**config.mk**
```make
export PLATFORM = sky130hd
export DESIGN_NAME = bcd_mac
export DESIGN_NICKNAME = d
export VERILOG_FILES = /design/src/rtl/bcd_pkg.sv /design/src/rtl/bcd_mac.sv
export SDC_FILE = /design/constraint.sdc
export NUM_CORES = 2
export LEC_CHECK = 0
export ABC_CLOCK_PERIOD_IN_PS = 16700
export BUFFER_PORTS_ARGS = -buffer_cell sky130_fd_sc_hd__buf_4
export CAP_MARGIN = 20
export CORE_ASPECT_RATIO = 1.25
export CORE_MARGIN = 1
export CORE_UTILIZATION = 60
export CTS_CLUSTER_DIAMETER = 200
export DETAILED_ROUTE_END_ITERATION = 7
export PLACE_DENSITY = 0.77
export SLEW_MARGIN = 10
export SYNTH_ARGS = -nofsm -noshare
export SYNTH_HDL_FRONTEND = slang
export SYNTH_SLANG_ARGS = --single-unit
```
**constraint.sdc**
```tcl
create_clock -name clk -period 16.7 [get_ports clk]
set_input_delay 5.01 -clock clk [delete_from_list [all_inputs] [get_ports clk]]
set_output_delay 5.01 -clock clk [all_outputs]
set_load 0.02 [all_outputs]
```
**src/rtl/bcd_pkg.sv**
```systemverilog
// Shared types, widths and helper functions for the Bezier curve evaluator.
package bcd_pkg;

    localparam int COEFF_W  = 32;
    localparam int WORK_W   = 42;
    localparam int MB_W     = 25;
    localparam int ACC_W    = 68;
    localparam int OUT_W    = 48;
    localparam int Q_W      = 31;
    localparam int PHASE_W  = 17;
    localparam int RATE_W   = 24;
    localparam int ADDR_W   = 3;
    localparam int DATA_W   = 32;
    localparam int FRAC_W   = 16;

    localparam logic [PHASE_W-1:0] ONE_Q16 = 17'h10000;

    localparam logic REG_DEGREE = 1'b0;
    localparam logic REG_ROWS   = 1'b1;

    localparam logic FUNC_LOAD = 1'b0;
    localparam logic FUNC_EVAL = 1'b1;

    localparam logic signed [OUT_W-1:0] OUT_MAX = {1'b0, {(OUT_W-1){1'b1}}};
    localparam logic signed [OUT_W-1:0] OUT_MIN = {1'b1, {(OUT_W-1){1'b0}}};

    typedef enum logic [1:0] {
        MAC_MUL,
        MAC_ADD,
        MAC_FOLD
    } mac_op_t;

    typedef struct packed {
        logic    en;
        mac_op_t op;
    } mac_ctrl_t;

    // True when the value does not fit the signed output width.
    function automatic logic out_of_range(input logic signed [ACC_W-1:0] v);
        logic [ACC_W-OUT_W:0] top;
        top = v[ACC_W-1:OUT_W-1];
        return !((&top) || (~|top));
    endfunction

    // Clamp a wide signed value to the output range.
    function automatic logic signed [OUT_W-1:0] clamp_out(input logic signed [ACC_W-1:0] v);
        logic signed [OUT_W-1:0] res;
        if (out_of_range(v)) begin
            res = v[ACC_W-1] ? OUT_MIN : OUT_MAX;
        end
        else begin
            res = v[OUT_W-1:0];
        end
        return res;
    endfunction

endpackage

```
**src/rtl/bcd_mac.sv**
```systemverilog
// Shared signed multiply-accumulate unit with one accumulator register.
module bcd_mac (
    input  logic                                clk,
    input  bcd_pkg::mac_ctrl_t                  ctrl,
    input  logic signed [bcd_pkg::WORK_W-1:0]   a,
    input  logic signed [bcd_pkg::MB_W-1:0]     b,
    output logic signed [bcd_pkg::ACC_W-1:0]    sum
);

    logic signed [bcd_pkg::ACC_W-1:0] sum_reg;
    logic signed [bcd_pkg::ACC_W-1:0] prod;

    assign prod = bcd_pkg::ACC_W'(a * b);
    assign sum  = sum_reg;

    always_ff @(posedge clk)
    begin
        if (ctrl.en)
        begin
            case (ctrl.op)
                bcd_pkg::MAC_MUL:  sum_reg <= prod;
                bcd_pkg::MAC_ADD:  sum_reg <= sum_reg + prod;
                bcd_pkg::MAC_FOLD: sum_reg <= (sum_reg >>> bcd_pkg::FRAC_W) + prod;
                default:           sum_reg <= sum_reg;
            endcase
        end
    end

endmodule

```
==> metrics.yaml <==
status: "finished, final reports clean"
via_count: 33000
synth.cell_area_mm2: 0.0435
cts-resized-gates: 0
clock-sinks: 68
io_buffers: 138
worstReg2RegEnd: "sum[65]"
grt_max_degree: 71
yosys_warnings: 0
cts_inserted_buffers: 9
yosysTopAreaCell: "fa_1"
end_kind: "flip-flop"
ios: 139
ys.flop_type: "edfxtp_1"
finalWirelength_um: 120000
finish.utilization: 0.626
yosysUniqueCellTypes: 85
gp_congestion: 0.941
synth_edf_count: 68
grtUsageTotal: 0.341
insertion_delay_ns: 0.36
yosysSeqAreaShare: 0.0469
final_nets: 6129
ys_seq_elements: 68
maxSlewViolCount: 0
cap_violations: 0
dpl_worst_slack_ns: 1.74
async_flop_share: 0
core-area_mm2: 0.0718
drive_gt1_frac: 0.0556
hold_viol_final: 0
hold_path_depth: 3
hpwlAfterDp_um: 93300
cts_tree: "done"
rsz0062_at_grt: "no"
reg2reg_depth: 13
slew_headroom: 0.353
fin_tns_setup_ns: 0
cp-start-kind: "input pin"
max_stage_delay_ns: 0.59
min_delay_worst_endpoint: "sum[67]"
ant_nets: 0
drc: 0
min_from: "sum[67]"
final_cell_mix: "inv_1 (1073), fa_1 (1050), nand2_1 (689)"
drt-pass1-iter-count: 5
synth_area_leaders: "fa_1 (48%), inv_1 (9.3%), ha_1 (7.0%), and2_1 (6.3%), nand2_1 (5.9%)"
initial_core_util: 0.606
period_minus_slack_ns: 14.72
dieArea_mm2: 0.0737
post-cts-setup-buffer-count: 0
overflow: 0
drt_iter0_markers: 2542
viasPerCell: 5.78
syn_to_final_growth_pct: 3.38
hold_slack_ns: 0.850
ctsHoldBuffers: 0
cts.path.max_buffers: 2
hp-class: "flip-flop to flip-flop"
grt_pass1_wl_um: 194000
clk_pin_slew_ns: 0.06
mostFrequentLayoutCell: "inv_1"
worstPathMaxFanout: 42
n_antenna_cell: 0
mappedNetlistNets: 6240
tightest_slew_ns: 0.970
setup.worst_path.class: "input pin to flip-flop"
critPathArrivalTime_ns: 14.81
die_w_um: 243
antenna_found_initial: 2
syn_inst: 4875
grt_pass1_vias: 35500
cp.required_ns: 16.79
largest_reg_flops: 68
cts_root_buf: "clkbuf_16"
ff2ff_setup_slack_ns: 12.54
num_rows: 110
setup_viol: 0
htreeDepth: 3
drt-wirelength-per-cell_um: 21.0
crit_path_frequent_cell: "fa_1"
syn_avg_cell_area_um2: 8.93
crit-reg2reg-launch: "sum[22]"
synth.top_cell.area_share: 0.483
max_freq_ghz: 0.0680
clock-skew-final_ns: 0.00436
worst_path_max_delay_cell: "fa_1"
die_h_um: 303
period_share: 0.881
fin_ws_ns: 1.98
-- worst max-delay path: cells and delay by family --
family          cells  cell delay, ns
xor+xnor            2            0.34
fa+ha+maj           9            4.32
mux                 1            0.25
simple gates        3            0.54
compound gates     15            3.54
buf+inv             6            0.77
-- metrics by stage --
| stage | cells | area (um^2) |
|---|---|---|
| after floorplan | 4875 | 43500 |
| after global placement | 5705 | 44700 |
| after detailed placement | 5705 | 44700 |
| after CTS | 5721 | 45000 |
| after global routing | 5721 | 45000 |
| final | 5721 | 45000 |
-- cell type report --
cell class | count | area [um^2]
fill | 6081 | 26800
clock inverter | 5 | 76.3
multi-input combinational | 3466 | 36400
tap | 952 | 1190
sequential | 68 | 2040
clock buffer | 11 | 233
timing repair buffer | 144 | 1080
inverter | 1075 | 4040
-- worst max path at each step --
stage	start	slack, ns	endpoint	cells after the start
finish	b[4]	1.98	sum[67]	36
global route	b[11]	1.48	sum[67]	36
CTS	b[4]	2.09	sum[67]	36
detailed placement	b[4]	1.74	sum[67]	36
global placement	b[10]	1.73	sum[67]	36
floorplan	b[4]	2.81	sum[67]	39
-- logic make-up (layout without fill, tap and decap cells) --
logic type	Yosys count	count (layout)	share of synthesized area
AOI/OAI and AO/OA	546	546	0.0811
buffers and inverters	1341	1235	0.118
xor gates and xnor gates	136	136	0.0274
DFF	68	68	0.0469
muxes	66	66	0.0170
and+or+nand+nor	1424	1424	0.156
adders and majority gates	1294	1294	0.553
-- per-layer routing --
metal	GRT usage	share of wire	routed length, um	vias to the layer above
met2	0.563	0.48	57500	1693
li1	-	-	-	14300
met4	0.119	0.040	4820	4
met5	0	0.00016	19	-
met3	0.0601	0.095	11400	338
met1	0.456	0.39	46300	16700
-- synthesized netlist by cell type, drive strengths merged (68+ instances only) --
cell	number
o21ai	124
a21oi	175
inv	1074
a21o	103
edfxtp	68
clkbuf	240
ha	244
nand2	689
and2	437
nor2	141
fa	1050
xnor2	79
Power is not shown: default switching activity piles up to over one toggle a cycle in this logic, so the estimate is an artifact.
