### config.mk
export PLATFORM = sky130hd
export DESIGN_NAME = bcd_ram
export DESIGN_NICKNAME = d
export VERILOG_FILES = /design/src/rtl/bcd_ram.sv
export SDC_FILE = /design/constraint.sdc
export NUM_CORES = 2
export LEC_CHECK = 0
export BUFFER_PORTS_ARGS = -buffer_cell sky130_fd_sc_hd__buf_2
export CAP_MARGIN = 20
export CORE_MARGIN = 2
export CORE_UTILIZATION = 60
export DETAILED_ROUTE_END_ITERATION = 10
export GPL_TIMING_DRIVEN = 0
export PLACE_DENSITY = 0.87
export REMOVE_ABC_BUFFERS = 1
export SYNTH_ARGS = -nofsm -noshare
export SYNTH_HDL_FRONTEND = slang
export SYNTH_SLANG_ARGS = --single-unit
### constraint.sdc
create_clock -name clk -period 5 [get_ports clk]
set_input_delay 0.25 -clock clk [delete_from_list [all_inputs] [get_ports clk]]
set_output_delay 0.25 -clock clk [all_outputs]
set_load 0.03 [all_outputs]
### src/rtl/bcd_ram.sv
// Generic single-write, single-read RAM with registered read data.
module bcd_ram #(
    parameter int WIDTH = 32,
    parameter int DEPTH = 64
) (
    input  logic                     clk,
    input  logic                     wr_en,
    input  logic [$clog2(DEPTH)-1:0] wr_addr,
    input  logic [WIDTH-1:0]         wr_data,
    input  logic                     rd_en,
    input  logic [$clog2(DEPTH)-1:0] rd_addr,
    output logic [WIDTH-1:0]         rd_data
);

    logic [WIDTH-1:0] mem [DEPTH];

    always_ff @(posedge clk)
    begin
        if (wr_en)
        begin
            mem[wr_addr] <= wr_data;
        end
        if (rd_en)
        begin
            rd_data <= mem[rd_addr];
        end
    end

endmodule

==> impl_metrics.env <==
export IMPL_max_freq_mhz=265.4
export IMPL_clk_pin_slew_worst_paths_ns=0.08
export IMPL_p_comb_frac=0.056
export IMPL_pin_count=79
export IMPL_reg2reg_slack_ns=2.21
export IMPL_synth_avg_cell_area_sq_um=23.72
export IMPL_ys_ff_latch=2080
export IMPL_routed_wl_mm=245.6
export IMPL_hold_path_class="input port to flop"
export IMPL_cts_tree="done"
export IMPL_slew_viol_final=0
export IMPL_ys_warn_count=0
export IMPL_route_detailed_drc=0
export IMPL_final_setup_viol_count=0
export IMPL_powerDensity_mw_per_mm2=405.7
export IMPL_crit_path_start_kind="input port"
export IMPL_vdd_drop_max_v=0.0003971
export IMPL_cts_path_max_buffers=3
export IMPL_skew_ns=0.02892
export IMPL_overflow=0
export IMPL_grt_use_total=0.3545
export IMPL_postCtsSetupBuffers=0
export IMPL_final_cells=5473
export IMPL_routedWlPerCell_um=44.87
export IMPL_area_delta_synth_final_pct=14.39
export IMPL_finalPower_mw=36.59
export IMPL_start_util=0.6020
export IMPL_clock_root_buffer="clkbuf_16"
export IMPL_place_inst=5062
export IMPL_min_period_over_period=0.7536
export IMPL_grt_max_degree=105
export IMPL_grt_pass1_wl_mm=329.3
export IMPL_p_sw_frac=0.2279
export IMPL_hold_end="mem[57][14]"
export IMPL_regToRegEndpoint="rd_data[30]"
export IMPL_clock_sinks=2080
export IMPL_die_x_um=366.5
export IMPL_routed_via_count=42530
export IMPL_pwr_share_clk=0.414
export IMPL_cell_internal_pwr_mw=28.25
export IMPL_syn_area_sq_mm=0.07884
export IMPL_leakagePower_nw=28.02
export IMPL_hp_start="wr_data[14]"
export IMPL_worst_setup_path_type="input port to flop"
export IMPL_rr_worst_depth=5
export IMPL_dp_hpwl_mm=120.1
export IMPL_finalCriticalPeriod_ns=3.768
export IMPL_p_seq_frac=0.530
export IMPL_arrival_ns=4.28
export IMPL_yosysSeqAreaShare=0.7923
export IMPL_hold_depth=1
export IMPL_final_hold_violation_count=0
export IMPL_status="completed"
export IMPL_gp_congestion=0.7901
export IMPL_path_max_fanout=71
export IMPL_rows=133
export IMPL_die_h_um=366.5
export IMPL_drtPass1Iterations=8
export IMPL_worst_setup_path_end_kind="flop"
export IMPL_htreeDepth=4
export IMPL_crit_start="rd_addr[0]"
export IMPL_ant_nets=0
export IMPL_tightestPinTransition_ns=1.239
export IMPL_viasPerCell=7.771
export IMPL_max_slew_margin=0.1722
export IMPL_core_area_sq_mm=0.1310
export IMPL_rsz0062_at_grt="no"
export IMPL_crit_required_ns=5.51
export IMPL_nNetsFinal=3608
export IMPL_p_sw_mw=8.340
export IMPL_regToRegStartpoint="mem[54][30]"
export IMPL_dieArea_sq_mm=0.1343
export IMPL_cts_inserted_buffers=184
export IMPL_netlist_instances=3324
export IMPL_antenna_found_initial=15
export IMPL_io_buffers=78
export IMPL_grt_pass1_vias=41160
export IMPL_layout_drive_gt1_share=0.2939
export IMPL_drv_cap=0
export IMPL_insertion_delay_ns=0.84
export IMPL_drt_iter0_drc=9092
export IMPL_yosysUniqueCellTypes=33
routing by layer:
metal / up-vias / track usage / part of all wire
li1: 14770 / - / -
met1: 21180 / 0.4572 / 0.29
met2: 5363 / 0.5617 / 0.47
met3: 1207 / 0.09185 / 0.15
met4: 14 / 0.1894 / 0.079
met5: - / 0 / 0.00037
final cells by class:
cell class	instances	area [sq um]
clock inverters	115	1350
repair buffers	233	3373
multi-input cells	1062	15980
flip-flops and latches	2080	62460
diodes	6	15.01
clock buffers	222	4811
fillers	6909	40780
well taps	1755	2196
worst max-delay path, stage by stage:
cell and delay, ns:
buf_8 0.40, buf_16 0.49, buf_16 0.47, buf_16 0.43
mux4_2 0.59, nor2b_1 0.14, a21oi_1 0.07, a311oi_1 0.84
nor3_1 0.34
power groups by stage:
stage | clock network [mW] | logic (mW) | registers, mW
6_report | 15.2 | 2.04 | 19.4
5_1_grt | 15.6 | 2.05 | 19.4
4_1_cts | 14.9 | 1.86 | 19.4
3_5_place_dp | 0 | 1.79 | 19.8
3_3_place_gp | 0 | 2.10 | 19.8
2_1_floorplan | 0 | 0.715 | 19.8
Yosys cell counts:
| cell type | instances | share of area |
|---|---|---|
| nand3_1 | 5 | 0.00032 |
| o22ai_1 | 84 | 0.0067 |
| buf_1 | 21 | 0.0010 |
| o221ai_1 | 27 | 0.0030 |
| edfxtp_1 | 2080 | 0.79 |
| buf_6 | 5 | 0.00071 |
| nor2b_1 | 15 | 0.0012 |
| o32ai_1 | 4 | 0.00044 |
| nor2_1 | 137 | 0.0065 |
| a21oi_1 | 62 | 0.0039 |
| a41o_1 | 4 | 0.00051 |
| or3b_1 | 2 | 0.00022 |
| nand2b_1 | 8 | 0.00063 |
| nand4_1 | 2 | 0.00016 |
| or2_0 | 1 | 0.000079 |
| or2_1 | 1 | 0.000079 |
| or3_1 | 3 | 0.00024 |
| a311oi_1 | 8 | 0.00089 |
| or2_2 | 1 | 0.000079 |
| buf_2 | 57 | 0.0036 |
| mux4_2 | 544 | 0.16 |
| clkbuf_1 | 74 | 0.0035 |
| nand2_1 | 26 | 0.0012 |
| nand3b_1 | 5 | 0.00048 |
| a31oi_1 | 1 | 0.000079 |
| nor3_1 | 7 | 0.00044 |
| and2_1 | 2 | 0.00016 |
| or3b_2 | 3 | 0.00033 |
| nand4b_1 | 1 | 0.00011 |
| a22oi_1 | 12 | 0.0011 |
| mux2i_1 | 93 | 0.012 |
| and3_1 | 4 | 0.00032 |
| buf_4 | 25 | 0.0024 |
placed cells by master, fill, tap and decap left out, drive strengths merged, types with 8 or more instances in the layout:
master,Yosys,routed
mux2i,93,93
dlygate4sd3,0,32
mux4,544,544
o221ai,27,27
a22oi,12,12
edfxtp,2080,2080
clkbuf,74,222
a311oi,8,8
o22ai,84,84
clkinv,0,76
nand2,26,26
nor2,137,137
bufinv,0,25
a21oi,62,62
nor2b,15,15
nand2b,8,8
buf,108,201
kinds of logic after synthesis:
family,share of synthesized area
AOI/OAI and AO/OA,0.01666
and+or+nand+nor,0.01260
muxes,0.1672
DFF,0.7923
buffers and inverters,0.01124
how the worst max path moves through the flow:
stage,slack [ns],to,cells past startpoint
2_1_floorplan,1.74,mem[48][0],3
3_3_place_gp,-14.99,rd_data[11],6
3_5_place_dp,0.50,rd_data[29],8
4_1_cts,1.31,rd_data[29],8
5_1_grt,1.08,rd_data[4],9
6_report,1.23,rd_data[4],9
registers in the layout, indices dropped and copies added, names as in the netlist:
signal / count
rd_data: 32
mem: 2048
metrics by stage:
| step | cell area, sq um | setup WS, ns | hold slack [ns] | setup TNS, ns | utilization |
|---|---|---|---|---|---|
| 2_1_floorplan | 77950 | 1.742 | 0.3489 | 0 | - |
| 3_3_place_gp | 80540 | -14.99 | 0.7275 | -466.31 | 0.6149 |
| 3_5_place_dp | 82990 | 0.4982 | 0.7295 | 0 | 0.6337 |
| 4_1_cts | 89160 | 1.308 | 0.05805 | 0 | 0.6808 |
| 5_1_grt | 90170 | 1.080 | 0.01572 | 0 | 0.6885 |
| 6_report | 90180 | 1.232 | 0.01322 | 0 | 0.6886 |
timing repair:
action                    4_1_cts  5_1_grt
hold endpoints to repair       16      498
gates resized for setup         0        0
hold buffers                    1       31
No activity file was read; power rests on OpenSTA's default activity.
